===== config.mk =====
export PLATFORM = sky130hd
export DESIGN_NAME = byte_stream_tokenizer
export DESIGN_NICKNAME = d
export VERILOG_FILES = /design/src/hdl/bst_pkg.sv /design/src/hdl/byte_stream_tokenizer.sv
export SDC_FILE = /design/constraint.sdc
export NUM_CORES = 1
export LEC_CHECK = 0
export BUFFER_PORTS_ARGS = -buffer_cell sky130_fd_sc_hd__buf_4
export CORE_AREA = 2 2 99 92
export CTS_CLUSTER_SIZE = 30
export DETAILED_ROUTE_END_ITERATION = 16
export DIE_AREA = 0 0 101 94
export GPL_TIMING_DRIVEN = 0
export PLACE_DENSITY = 0.64
export SLEW_MARGIN = 15
export SYNTH_ARGS = -nofsm -noshare
export SYNTH_HDL_FRONTEND = slang
export SYNTH_SLANG_ARGS = --single-unit

===== constraint.sdc =====
create_clock -name clk -period 3.2 [get_ports clk]
set_clock_uncertainty 0.05 [all_clocks]
set_input_delay 0.64 -clock clk [delete_from_list [all_inputs] [get_ports clk]]
set_output_delay 0.64 -clock clk [all_outputs]
set_load 0.01 [all_outputs]

===== src/hdl/bst_pkg.sv =====
// Package for the byte stream tokenizer: token kinds, character codes and the
// result record with its constructor. No dependencies.
`default_nettype none

package bst_pkg;

  localparam logic [3:0] KIND_ID      = 4'd0;
  localparam logic [3:0] KIND_STR     = 4'd1;
  localparam logic [3:0] KIND_EQUALS  = 4'd2;
  localparam logic [3:0] KIND_SEMI    = 4'd3;
  localparam logic [3:0] KIND_LPAREN  = 4'd4;
  localparam logic [3:0] KIND_RPAREN  = 4'd5;
  localparam logic [3:0] KIND_LBRACE  = 4'd6;
  localparam logic [3:0] KIND_RBRACE  = 4'd7;
  localparam logic [3:0] KIND_COMMA   = 4'd8;
  localparam logic [3:0] KIND_COMMENT = 4'd9;

  localparam logic [7:0] CH_EQUALS  = 8'h3D;
  localparam logic [7:0] CH_SEMI    = 8'h3B;
  localparam logic [7:0] CH_LPAREN  = 8'h28;
  localparam logic [7:0] CH_RPAREN  = 8'h29;
  localparam logic [7:0] CH_LBRACE  = 8'h7B;
  localparam logic [7:0] CH_RBRACE  = 8'h7D;
  localparam logic [7:0] CH_COMMA   = 8'h2C;
  localparam logic [7:0] CH_SLASH   = 8'h2F;
  localparam logic [7:0] CH_NEWLINE = 8'h0A;
  localparam logic [7:0] CH_SPACE   = 8'h20;
  localparam logic [7:0] CH_QUOTE   = 8'h22;

  typedef struct packed {
    logic       last;
    logic       tend;
    logic       valid;
    logic [7:0] ch;
    logic [3:0] kind;
  } result_t;

  function automatic result_t make_result(input logic [3:0] kind, input logic [7:0] ch,
                                          input logic valid, input logic tend);
    result_t r;
    r.kind  = kind;
    r.ch    = valid ? ch : 8'h00;
    r.valid = valid;
    r.tend  = tend;
    r.last  = 1'b0;
    return r;
  endfunction

endpackage

`default_nettype wire


===== src/hdl/byte_stream_tokenizer.sv =====
// Byte stream tokenizer: scans one source byte per transaction and streams token bytes.
// Depends on bst_pkg for token kinds, character codes and the result record.
// Each result is written into the registered result queue and leaves it in order from its head.
// Throughput: one input byte per cycle while the result queue has room; a byte that gives two
// results needs an extra output transfer, absorbed by the four-entry result queue.
// Input is taken while the queue has room for two results.
// Reset: synchronous, clears the scan mode and empties the result queue.
`default_nettype none

module byte_stream_tokenizer (
  input  wire logic       clk,
  input  wire logic       rst,
  input  wire logic       s_axis_tvalid,
  output logic            s_axis_tready,
  input  wire logic [7:0] s_axis_tdata,   // in_byte[7:0]
  input  wire logic       s_axis_tlast,   // end_of_input
  output logic            m_axis_tvalid,
  input  wire logic       m_axis_tready,
  output logic [7:0]      m_axis_tdata,   // char_value[7:0]
  output logic [5:0]      m_axis_tuser,   // token_kind[3:0], char_valid[4], last_of_step[5]
  output logic            m_axis_tlast    // token_end
);

  typedef enum logic [2:0] {
    MODE_IDLE   = 3'd0,
    MODE_ID     = 3'd1,
    MODE_STR    = 3'd2,
    MODE_CFIRST = 3'd3,
    MODE_CREST  = 3'd4
  } mode_t;

  mode_t            mode;
  mode_t            mode_next;
  bst_pkg::result_t queue [4];
  logic [1:0]       wptr;
  logic [1:0]       rptr;
  logic [2:0]       count;

  logic             accept;
  logic             pop;
  logic             is_alnum;
  logic [3:0]       punct;
  logic             idle_has;
  bst_pkg::result_t idle_res;
  mode_t            idle_mode;
  bst_pkg::result_t r0;
  bst_pkg::result_t r1;
  logic [1:0]       n;

  assign accept = s_axis_tvalid && s_axis_tready;
  assign pop    = m_axis_tvalid && m_axis_tready;
  assign s_axis_tready = (count <= 3'd2);
  assign m_axis_tvalid = (count != 3'd0);
  assign m_axis_tdata  = queue[rptr].ch;
  assign m_axis_tuser  = {queue[rptr].last, queue[rptr].valid, queue[rptr].kind};
  assign m_axis_tlast  = queue[rptr].tend;

  always_comb begin
    is_alnum = (s_axis_tdata inside {[8'h30:8'h39], [8'h41:8'h5A], [8'h61:8'h7A]});
    case (s_axis_tdata)
      bst_pkg::CH_EQUALS: punct = bst_pkg::KIND_EQUALS;
      bst_pkg::CH_SEMI:   punct = bst_pkg::KIND_SEMI;
      bst_pkg::CH_LPAREN: punct = bst_pkg::KIND_LPAREN;
      bst_pkg::CH_RPAREN: punct = bst_pkg::KIND_RPAREN;
      bst_pkg::CH_LBRACE: punct = bst_pkg::KIND_LBRACE;
      bst_pkg::CH_RBRACE: punct = bst_pkg::KIND_RBRACE;
      bst_pkg::CH_COMMA:  punct = bst_pkg::KIND_COMMA;
      default:            punct = bst_pkg::KIND_ID;
    endcase

    idle_has  = 1'b0;
    idle_mode = MODE_IDLE;
    idle_res  = bst_pkg::make_result(punct, s_axis_tdata, 1'b1, 1'b1);
    if (is_alnum) begin
      idle_has  = 1'b1;
      idle_mode = MODE_ID;
      idle_res  = bst_pkg::make_result(bst_pkg::KIND_ID, s_axis_tdata, 1'b1, 1'b0);
    end else if (s_axis_tdata == bst_pkg::CH_QUOTE) begin
      idle_mode = MODE_STR;
    end else if (s_axis_tdata == bst_pkg::CH_SLASH) begin
      idle_mode = MODE_CFIRST;
    end else if (punct != bst_pkg::KIND_ID) begin
      idle_has = 1'b1;
    end

    n         = 2'd0;
    r0        = idle_res;
    r1        = idle_res;
    mode_next = mode;
    if (s_axis_tlast) begin
      mode_next = MODE_IDLE;
      case (mode)
        MODE_ID: begin
          n  = 2'd1;
          r0 = bst_pkg::make_result(bst_pkg::KIND_ID, 8'h00, 1'b0, 1'b1);
        end
        MODE_STR: begin
          n  = 2'd1;
          r0 = bst_pkg::make_result(bst_pkg::KIND_STR, 8'h00, 1'b0, 1'b1);
        end
        MODE_CFIRST, MODE_CREST: begin
          n  = 2'd1;
          r0 = bst_pkg::make_result(bst_pkg::KIND_COMMENT, 8'h00, 1'b0, 1'b1);
        end
        default: n = 2'd0;
      endcase
    end else begin
      case (mode)
        MODE_ID: begin
          if (is_alnum) begin
            n  = 2'd1;
            r0 = bst_pkg::make_result(bst_pkg::KIND_ID, s_axis_tdata, 1'b1, 1'b0);
          end else begin
            n         = idle_has ? 2'd2 : 2'd1;
            r0        = bst_pkg::make_result(bst_pkg::KIND_ID, 8'h00, 1'b0, 1'b1);
            mode_next = idle_mode;
          end
        end
        MODE_STR: begin
          n = 2'd1;
          if (s_axis_tdata == bst_pkg::CH_QUOTE) begin
            r0        = bst_pkg::make_result(bst_pkg::KIND_STR, 8'h00, 1'b0, 1'b1);
            mode_next = MODE_IDLE;
          end else begin
            r0 = bst_pkg::make_result(bst_pkg::KIND_STR, s_axis_tdata, 1'b1, 1'b0);
          end
        end
        MODE_CFIRST: mode_next = MODE_CREST;
        MODE_CREST: begin
          if (s_axis_tdata == bst_pkg::CH_NEWLINE) begin
            n         = 2'd1;
            r0        = bst_pkg::make_result(bst_pkg::KIND_COMMENT, 8'h00, 1'b0, 1'b1);
            mode_next = MODE_IDLE;
          end
        end
        default: begin
          n         = idle_has ? 2'd1 : 2'd0;
          mode_next = idle_mode;
        end
      endcase
    end

    if (n == 2'd1) begin
      r0.last = 1'b1;
    end
    if (n == 2'd2) begin
      r1.last = 1'b1;
    end
  end

  always_ff @(posedge clk) begin
    if (rst) begin
      mode  <= MODE_IDLE;
      wptr  <= 2'd0;
      rptr  <= 2'd0;
      count <= 3'd0;
    end else begin
      if (accept) begin
        mode <= mode_next;
        if (n != 2'd0) begin
          queue[wptr] <= r0;
        end
        if (n == 2'd2) begin
          queue[wptr + 2'd1] <= r1;
        end
        wptr <= wptr + n;
      end
      if (pop) begin
        rptr <= rptr + 2'd1;
      end
      count <= count + (accept ? {1'b0, n} : 3'd0) - (pop ? 3'd1 : 3'd0);
    end
  end

  a_count_bound : assert property (@(posedge clk) disable iff (rst) count <= 3'd4)
    else $error("Result queue count exceeds its depth.");

  a_eoi_idle : assert property (@(posedge clk) disable iff (rst)
    accept && s_axis_tlast |=> mode == MODE_IDLE)
    else $error("End of input did not return the scanner to idle.");

  a_comment_first : assert property (@(posedge clk) disable iff (rst)
    accept && !s_axis_tlast && mode == MODE_CFIRST |=> mode == MODE_CREST && $stable(wptr))
    else $error("First comment byte was not skipped silently.");

endmodule

`default_nettype wire

==> results of run 1 <==
==> sequential cells by signal (all words and copies together), names as in the netlist, named ones only <==
signal  count
count       3
mode        3
queue      60
rptr        2
wptr        2
==> final cells by class <==
| class | instances | area, µm² |
|---|---|---|
| Clock inverter | 7 | 60.1 |
| Fill cell | 750 | 3780 |
| Sequential cell | 72 | 2000 |
| Multi-Input combinational cell | 259 | 1920 |
| Buffer | 21 | 118 |
| Timing Repair Buffer | 31 | 244 |
| Clock buffer | 9 | 124 |
| Tap cell | 102 | 128 |
| Inverter | 8 | 30.0 |
==> placed cells by master, fill, tap and decap left out, types with 12 or more instances in the layout <==
cell                        n
sky130_fd_sc_hd__edfxtp_1  56
sky130_fd_sc_hd__nand2_1   35
sky130_fd_sc_hd__buf_4     31
sky130_fd_sc_hd__nor2_1    30
sky130_fd_sc_hd__nor2b_1   24
sky130_fd_sc_hd__a21oi_1   20
sky130_fd_sc_hd__o21ai_0   17
sky130_fd_sc_hd__dfxtp_1   16
sky130_fd_sc_hd__mux4_2    15
sky130_fd_sc_hd__clkbuf_1  12
==> worst min path at each step <==
stage / startpoint / end / slack (ns) / depth (start not counted)
CTS: queue[3][12] / queue[3][12] / 0.44 / 1
global placement: queue[3][12] / queue[3][12] / 0.43 / 1
finish: queue[3][12] / queue[3][12] / 0.44 / 1
detailed placement: queue[3][12] / queue[3][12] / 0.43 / 1
global route: queue[3][12] / queue[3][12] / 0.46 / 1
floorplan: queue[1][12] / queue[1][12] / 0.42 / 1
==> layer usage <==
metal	GRT usage (%)	vias to the layer above
li1	-	1434
met1	30.6	1435
met2	32.7	91
met3	4.54	9
met4	7.88	0
met5	0	-
==> worst max-delay path: stages <==
cell                      delay [ns]
sky130_fd_sc_hd__buf_4          0.09
sky130_fd_sc_hd__buf_2          0.23
sky130_fd_sc_hd__a21oi_1        0.09
sky130_fd_sc_hd__or4_1          0.53
sky130_fd_sc_hd__buf_6          0.16
sky130_fd_sc_hd__o21ai_4        0.08
sky130_fd_sc_hd__and2_4         0.17
sky130_fd_sc_hd__buf_6          0.14
sky130_fd_sc_hd__nand2_4        0.06
sky130_fd_sc_hd__ha_4           0.21
sky130_fd_sc_hd__inv_2          0.06
sky130_fd_sc_hd__ha_4           0.11
sky130_fd_sc_hd__inv_2          0.03
sky130_fd_sc_hd__fa_2           0.36
sky130_fd_sc_hd__xnor2_2        0.17
sky130_fd_sc_hd__xnor2_1        0.13
sky130_fd_sc_hd__nor2_1         0.05
==> kinds of logic after synthesis <==
group | Yosys count | synth area share [%]
AOI/OAI and AO/OA | 84 | 14.1
xor gates and xnor gates | 7 | 1.55
adders and majority gates | 5 | 1.77
buffers and inverters | 29 | 3.35
DFF | 72 | 50.6
muxes | 15 | 8.54
and+or+nand+nor | 148 | 20.1
==> power by group <==
part	total, mW	switching [mW]	internal, mW
clock	0.680	0.386	0.294
combinational	0.704	0.339	0.364
sequential	1.07	0.0274	1.04
==> timing repair <==
action,4_1_cts,5_1_grt
hold buffers,0,0
gates resized for setup,2,6
endpoints found under the setup margin,9,38
==> impl_metrics.xml, run 1 <==
<?xml version="1.0" encoding="UTF-8"?>
<metrics>
  <group name="status">
    <metric name="run_status" unit="">complete, no violations</metric>
  </group>
  <group name="synth">
    <metric name="synth_largest_type_area_fraction" unit="%">42.5</metric>
    <metric name="syn-instance-count" unit="">360</metric>
    <metric name="synth.net_count" unit="">378</metric>
    <metric name="edff_count_synth" unit="">56</metric>
    <metric name="synth.area.top_cells" unit="">sky130_fd_sc_hd__edfxtp_1 43%, sky130_fd_sc_hd__mux4_2 8.5%, sky130_fd_sc_hd__dfxtp_1 8.1%, sky130_fd_sc_hd__nor2b_1 3.8%, sky130_fd_sc_hd__nand2_1 3.4%</metric>
    <metric name="synth_top_area_cell" unit="">sky130_fd_sc_hd__edfxtp_1</metric>
    <metric name="syn_area_per_cell" unit="µm²">11.0</metric>
    <metric name="number_of_synthesis_warnings" unit="">0</metric>
    <metric name="asyncSetResetFlopFracSynth" unit="%">0</metric>
    <metric name="netlist-cell-type-count" unit="">62</metric>
    <metric name="ys_top_cells_by_count" unit="">56 x sky130_fd_sc_hd__edfxtp_1, 36 x sky130_fd_sc_hd__nand2_1, 30 x sky130_fd_sc_hd__nor2_1, 24 x sky130_fd_sc_hd__nor2b_1, 22 x sky130_fd_sc_hd__a21oi_1</metric>
    <metric name="postSynth.topFlopCell" unit="">sky130_fd_sc_hd__edfxtp_1</metric>
    <metric name="synth_seq_area_share" unit="%">50.6</metric>
    <metric name="synth-seq-cells" unit="">72</metric>
    <metric name="synthesized_cell_area" unit="µm²">3960</metric>
    <metric name="yosysMostFrequentCell" unit="">sky130_fd_sc_hd__edfxtp_1</metric>
  </group>
  <group name="timing">
    <metric name="finalSetupViolations" unit="">0</metric>
    <metric name="timing.hold.ws" unit="ns">0.443</metric>
    <metric name="final.setup.tns" unit="ns">0</metric>
    <metric name="fin_crit" unit="ns">3.14</metric>
    <metric name="setup_slack" unit="ns">0.0639</metric>
    <metric name="worstMarginPinSlew" unit="ns">0.783</metric>
    <metric name="min_period_over_period" unit="%">98.0</metric>
    <metric name="final-max-slew-violation-count" unit="">0</metric>
    <metric name="achievable-frequency" unit="MHz">319</metric>
    <metric name="relSlewSlack" unit="%">47.3</metric>
    <metric name="rsz0062_at_grt" unit="">yes</metric>
    <metric name="hold_viol_final" unit="">0</metric>
  </group>
  <group name="placed_design">
    <metric name="placedCellCount" unit="">493</metric>
    <metric name="gp_congestion" unit="">0.908</metric>
    <metric name="port-buffer-count" unit="">29</metric>
    <metric name="dpl-instance-area" unit="µm²">4420</metric>
    <metric name="hpwlAfterDp" unit="µm">6780</metric>
    <metric name="post-place-ws" unit="ns">-0.333</metric>
  </group>
  <group name="layout">
    <metric name="fin_area" unit="µm²">4630</metric>
    <metric name="drive_above_1_share" unit="%">23.6</metric>
    <metric name="area_delta_synth_final" unit="%">17.0</metric>
    <metric name="finish.utilization" unit="%">55.0</metric>
    <metric name="finish.net_count" unit="">420</metric>
    <metric name="antenna-diode-count" unit="">0</metric>
    <metric name="layoutNonFillerInstCount" unit="">509</metric>
  </group>
  <group name="clock_tree">
    <metric name="clock_latency" unit="ns">0.35</metric>
    <metric name="h-tree-depth" unit="">3</metric>
    <metric name="clk_transition_reported_paths" unit="ns">0.09</metric>
    <metric name="cts_num_sinks" unit="">72</metric>
    <metric name="cts.repair_timing.setup_buffer_count" unit="">0</metric>
    <metric name="buffer_levels_on_the_longest_clock_path" unit="">2</metric>
    <metric name="root_buffer" unit="">sky130_fd_sc_hd__clkbuf_8</metric>
    <metric name="tritoncts" unit="">built</metric>
    <metric name="numCtsBuffers" unit="">9</metric>
  </group>
  <group name="worst_hold_path">
    <metric name="hp-class" unit="">reg -&gt; reg</metric>
  </group>
  <group name="route">
    <metric name="via_count_of_the_routed_design" unit="">2969</metric>
    <metric name="routedWlPerCell" unit="µm">18.3</metric>
    <metric name="maxUsedRoutingLayer" unit="">met4</metric>
    <metric name="detailedRoute.firstPassIterationCount" unit="">4</metric>
    <metric name="drtIter0Drc" unit="">254</metric>
    <metric name="antenna_violating_nets_post_route" unit="">0</metric>
    <metric name="route.final.wire_length" unit="µm">9320</metric>
    <metric name="met1_length" unit="µm">4310</metric>
    <metric name="drt_drc_violations_left" unit="">0</metric>
    <metric name="wl_met2" unit="µm">4400</metric>
    <metric name="route.detailed.vias_per_inst" unit="">5.83</metric>
    <metric name="met3_wire_length" unit="µm">477</metric>
  </group>
  <group name="critical_path">
    <metric name="critical_path.startpoint_type" unit="">input port</metric>
    <metric name="setup.worst_path.start" unit="">s_axis_tdata[4]</metric>
    <metric name="timing.setup.critical_path_class" unit="">in -&gt; reg</metric>
    <metric name="timing.critical_path.required" unit="ns">3.38</metric>
    <metric name="cp_max_fo" unit="">10</metric>
    <metric name="setup.worst_path.end" unit="">count[2]</metric>
    <metric name="rr_endpoint" unit="">count[2]</metric>
    <metric name="endpoint_arrival_time_on_the_critical_path" unit="ns">3.32</metric>
    <metric name="r2r_setup_slack" unit="ns">0.13</metric>
    <metric name="worst_setup_path_end_kind" unit="">register</metric>
    <metric name="worstRegToRegCells" unit="">16</metric>
    <metric name="worst_r2r_startpoint" unit="">mode[0]</metric>
  </group>
  <group name="global_route">
    <metric name="global_route.overflow_total" unit="">0</metric>
    <metric name="global_route_wire_length_before_repair" unit="µm">15300</metric>
    <metric name="first_global_vias" unit="">2856</metric>
    <metric name="groute.usage.overall" unit="%">21.6</metric>
    <metric name="grt_max_degree" unit="">16</metric>
    <metric name="grt_antenna_before_repair" unit="">0</metric>
  </group>
  <group name="floorplanning">
    <metric name="rows" unit="">32</metric>
    <metric name="core_area" unit="µm²">8410</metric>
    <metric name="initial_utilization" unit="%">47.1</metric>
    <metric name="chipHeight" unit="µm">94</metric>
    <metric name="die-area" unit="µm²">9490</metric>
    <metric name="die_w" unit="µm">101</metric>
    <metric name="boundaryPins" unit="">30</metric>
  </group>
  <group name="pwr">
    <metric name="finalPower" unit="mW">2.45</metric>
    <metric name="max-vdd-ir-drop" unit="V">0.000363</metric>
    <metric name="leakagePower" unit="nW">1.52</metric>
    <metric name="power.density_cell_area" unit="nW/µm²">529</metric>
  </group>
  <group name="job">
    <metric name="drv.max_cap_violation_count" unit="">0</metric>
  </group>
</metrics>
No activity file was read; power rests on OpenSTA's default activity.
==> run 2: changes to the inputs <==
- CELL_PAD_IN_SITES_DETAIL_PLACEMENT: not set -> 0
- CELL_PAD_IN_SITES_GLOBAL_PLACEMENT: not set -> 2
- CORE_AREA: 2 2 99 92 -> 2 2 114 105
- DIE_AREA: 0 0 101 94 -> 0 0 116 107
- PLACE_DENSITY: 0.64 -> 0.71
==> impl_metrics.xml, run 2 (synthesis gave the netlist of run 1 again) <==
<?xml version="1.0" encoding="UTF-8"?>
<metrics>
  <group name="timing">
    <metric name="setup_slack" unit="ns">-0.00875</metric>
    <metric name="worstMarginPinSlew" unit="ns">0.913</metric>
    <metric name="finalSetupViolations" unit="">1</metric>
    <metric name="relSlewSlack" unit="%">38.5</metric>
    <metric name="final-max-slew-violation-count" unit="">0</metric>
    <metric name="min_period_over_period" unit="%">100</metric>
    <metric name="fin_crit" unit="ns">3.21</metric>
    <metric name="achievable-frequency" unit="MHz">312</metric>
    <metric name="rsz0062_at_grt" unit="">yes</metric>
    <metric name="hold_viol_final" unit="">0</metric>
  </group>
  <group name="route">
    <metric name="antenna_violating_nets_post_route" unit="">0</metric>
    <metric name="drt_drc_violations_left" unit="">0</metric>
    <metric name="via_count_of_the_routed_design" unit="">2963</metric>
    <metric name="route.final.wire_length" unit="µm">10400</metric>
    <metric name="detailedRoute.firstPassIterationCount" unit="">4</metric>
    <metric name="routedWlPerCell" unit="µm">18.5</metric>
    <metric name="route.detailed.vias_per_inst" unit="">5.26</metric>
    <metric name="drtIter0Drc" unit="">184</metric>
  </group>
  <group name="floorplanning">
    <metric name="rows" unit="">37</metric>
    <metric name="chipHeight" unit="µm">107</metric>
    <metric name="die_w" unit="µm">116</metric>
    <metric name="core_area" unit="µm²">11200</metric>
    <metric name="boundaryPins" unit="">30</metric>
    <metric name="die-area" unit="µm²">12400</metric>
    <metric name="initial_utilization" unit="%">35.3</metric>
  </group>
  <group name="layout">
    <metric name="layout_commonest_cell" unit="">sky130_fd_sc_hd__edfxtp_1</metric>
    <metric name="multiInputGateArea" unit="µm²">1940</metric>
    <metric name="num-fill-cells" unit="">1116</metric>
    <metric name="most-common-layout-cells" unit="">56 x sky130_fd_sc_hd__edfxtp_1, 34 x sky130_fd_sc_hd__nand2_1, 31 x sky130_fd_sc_hd__buf_4, 30 x sky130_fd_sc_hd__nor2_1, 24 x sky130_fd_sc_hd__nor2b_1</metric>
    <metric name="registers.top_by_ff_count" unit="">queue</metric>
    <metric name="biggestRegsByFlops" unit="">queue (60), count (3), mode (3)</metric>
    <metric name="largest_reg_flops" unit="">60</metric>
    <metric name="finish.net_count" unit="">420</metric>
    <metric name="drive_above_1_share" unit="%">24.3</metric>
    <metric name="area_delta_synth_final" unit="%">22.2</metric>
    <metric name="antenna-diode-count" unit="">0</metric>
    <metric name="sequential_cell_area" unit="µm²">2000</metric>
  </group>
  <group name="clock_tree">
    <metric name="tritoncts" unit="">built</metric>
    <metric name="clock_latency" unit="ns">0.34</metric>
    <metric name="clk_transition_reported_paths" unit="ns">0.06</metric>
    <metric name="root_buffer" unit="">sky130_fd_sc_hd__clkbuf_16</metric>
    <metric name="buffer_levels_on_the_longest_clock_path" unit="">2</metric>
    <metric name="cts_num_sinks" unit="">72</metric>
    <metric name="holdBufCountCts" unit="">0</metric>
    <metric name="numCtsBuffers" unit="">9</metric>
    <metric name="h-tree-depth" unit="">3</metric>
  </group>
  <group name="critical_path">
    <metric name="worstPathCellList" unit="">buf_4 &gt; clkbuf_4 &gt; nor4b_4 &gt; a21oi_1 &gt; a21boi_0 &gt; o31a_1 &gt; and2_4 &gt; buf_6 &gt; nand2_4 &gt; ha_4 &gt; inv_2 &gt; ha_4 &gt; inv_2 &gt; fa_2 &gt; xnor2_2 &gt; xnor2_1 &gt; nor2_1</metric>
    <metric name="timing.critical_path.max_delay_family" unit="">adder cells</metric>
    <metric name="path_depth" unit="">17</metric>
    <metric name="timing.setup.critical_path_class" unit="">in -&gt; reg</metric>
    <metric name="critical_path.max_stage_delay" unit="ns">0.36</metric>
    <metric name="worst_path_max_delay_cell" unit="">sky130_fd_sc_hd__fa_2</metric>
    <metric name="critical_path.startpoint_type" unit="">input port</metric>
    <metric name="cp_max_fo" unit="">10</metric>
    <metric name="timing.critical_path.required" unit="ns">3.37</metric>
    <metric name="critPathBufInv" unit="">5</metric>
    <metric name="worst_setup_path_end_kind" unit="">register</metric>
    <metric name="worstRegToRegCells" unit="">6</metric>
    <metric name="endpoint_arrival_time_on_the_critical_path" unit="ns">3.38</metric>
  </group>
  <group name="placed_design">
    <metric name="post-place-ws" unit="ns">-0.372</metric>
    <metric name="hpwlAfterDp" unit="µm">7620</metric>
    <metric name="port-buffer-count" unit="">29</metric>
    <metric name="gp_congestion" unit="">0.807</metric>
  </group>
  <group name="pwr">
    <metric name="leakagePower" unit="nW">1.59</metric>
    <metric name="max-vdd-ir-drop" unit="V">0.000236</metric>
    <metric name="p_clk_share" unit="%">36.3</metric>
    <metric name="pwr-share-seq" unit="%">38.0</metric>
    <metric name="power.internal" unit="mW">2.04</metric>
    <metric name="switchingPower" unit="mW">0.775</metric>
    <metric name="power.density_cell_area" unit="nW/µm²">581</metric>
    <metric name="power.share.combinational" unit="%">25.6</metric>
    <metric name="netSwitchingFraction" unit="%">27.6</metric>
    <metric name="finalPower" unit="mW">2.81</metric>
  </group>
  <group name="worst_hold_path">
    <metric name="hold_path_depth" unit="">1</metric>
    <metric name="hp-class" unit="">reg -&gt; reg</metric>
  </group>
  <group name="global_route">
    <metric name="global_route.overflow_total" unit="">0</metric>
    <metric name="grt_antenna_before_repair" unit="">0</metric>
    <metric name="grt_max_degree" unit="">15</metric>
    <metric name="global_route_wire_length_before_repair" unit="µm">16100</metric>
    <metric name="first_global_vias" unit="">2836</metric>
    <metric name="groute.usage.overall" unit="%">17.8</metric>
  </group>
  <group name="job">
    <metric name="drv.max_cap_violation_count" unit="">0</metric>
  </group>
  <group name="status">
    <metric name="run_status" unit="">finished, violations left</metric>
    <metric name="failed_checks" unit="">setup timing</metric>
  </group>
</metrics>
-- run 2: cell count changes in the layout (fill, tap and decap cells not counted), moves of 2 or more --
cell	before	now
sky130_fd_sc_hd__nor4b_2	0	2
sky130_fd_sc_hd__clkbuf_16	0	9
sky130_fd_sc_hd__buf_2	4	2
sky130_fd_sc_hd__clkinv_2	0	2
sky130_fd_sc_hd__clkbuf_8	9	1
sky130_fd_sc_hd__clkinvlp_4	3	1
-- run 2: timing repair --
action                                  CTS  global route
gates resized for setup                   3             8
endpoints found under the hold margin     0             0
pin swaps                                 0             0
setup buffers                             0             0
endpoints found under the setup margin   11            49
-- run 2: worst paths after layout --
check | slack (ns) | to | start
setup / recovery | -0.009 | count[2] | s_axis_tdata[4]
hold / removal | 0.44 | queue[1][12] | queue[1][12]
setup reg to reg | 0.06 | queue[3][10] | count[0]
hold reg to reg | 0.44 | queue[1][12] | queue[1][12]
-- run 2: per-stage QoR --
stage | instances | cell area (µm²) | hold WS [ns] | TNS, ns | utilization (%)
final | 563 | 4840 | 0.443 | -0.00875 | 43.2
after global routing | 563 | 4840 | 0.458 | -1.21 | 43.2
after global placement | 545 | 4450 | 0.427 | -32.23 | 39.7
after floorplan | 360 | 4040 | 0.417 | -0.00615 | -
after detailed placement | 547 | 4480 | 0.433 | -8.36 | 40.0
after CTS | 563 | 4800 | 0.444 | 0 | 42.9
-- run 2: metal layers --
layer	vias to the layer above	global-route usage, %	wire [µm]
met4	0	8.42	244
met1	1439	25.2	5000
met2	68	26.1	4690
met5	-	0	0
li1	1441	-	-
met3	15	3.39	465
-- run 2: power groups by stage --
stage          clock network, mW  logic [mW]  registers, mW
2_1_floorplan                  0       0.478           1.08
3_3_place_gp                   0       0.717           1.09
3_5_place_dp                   0       0.721           1.09
4_1_cts                     1.04       0.732           1.07
5_1_grt                     1.07       0.793           1.07
6_report                    1.02       0.721           1.07
-- run 2: cell type report --
cell class	count	share of cell area (%)
timing repair buffer	31	5.05
clock inverter	6	1.35
inverter	8	0.621
buffer	21	2.59
clock buffer	10	4.94
sequential	72	41.4
multi-input combinational	259	40.0
tap	156	4.04
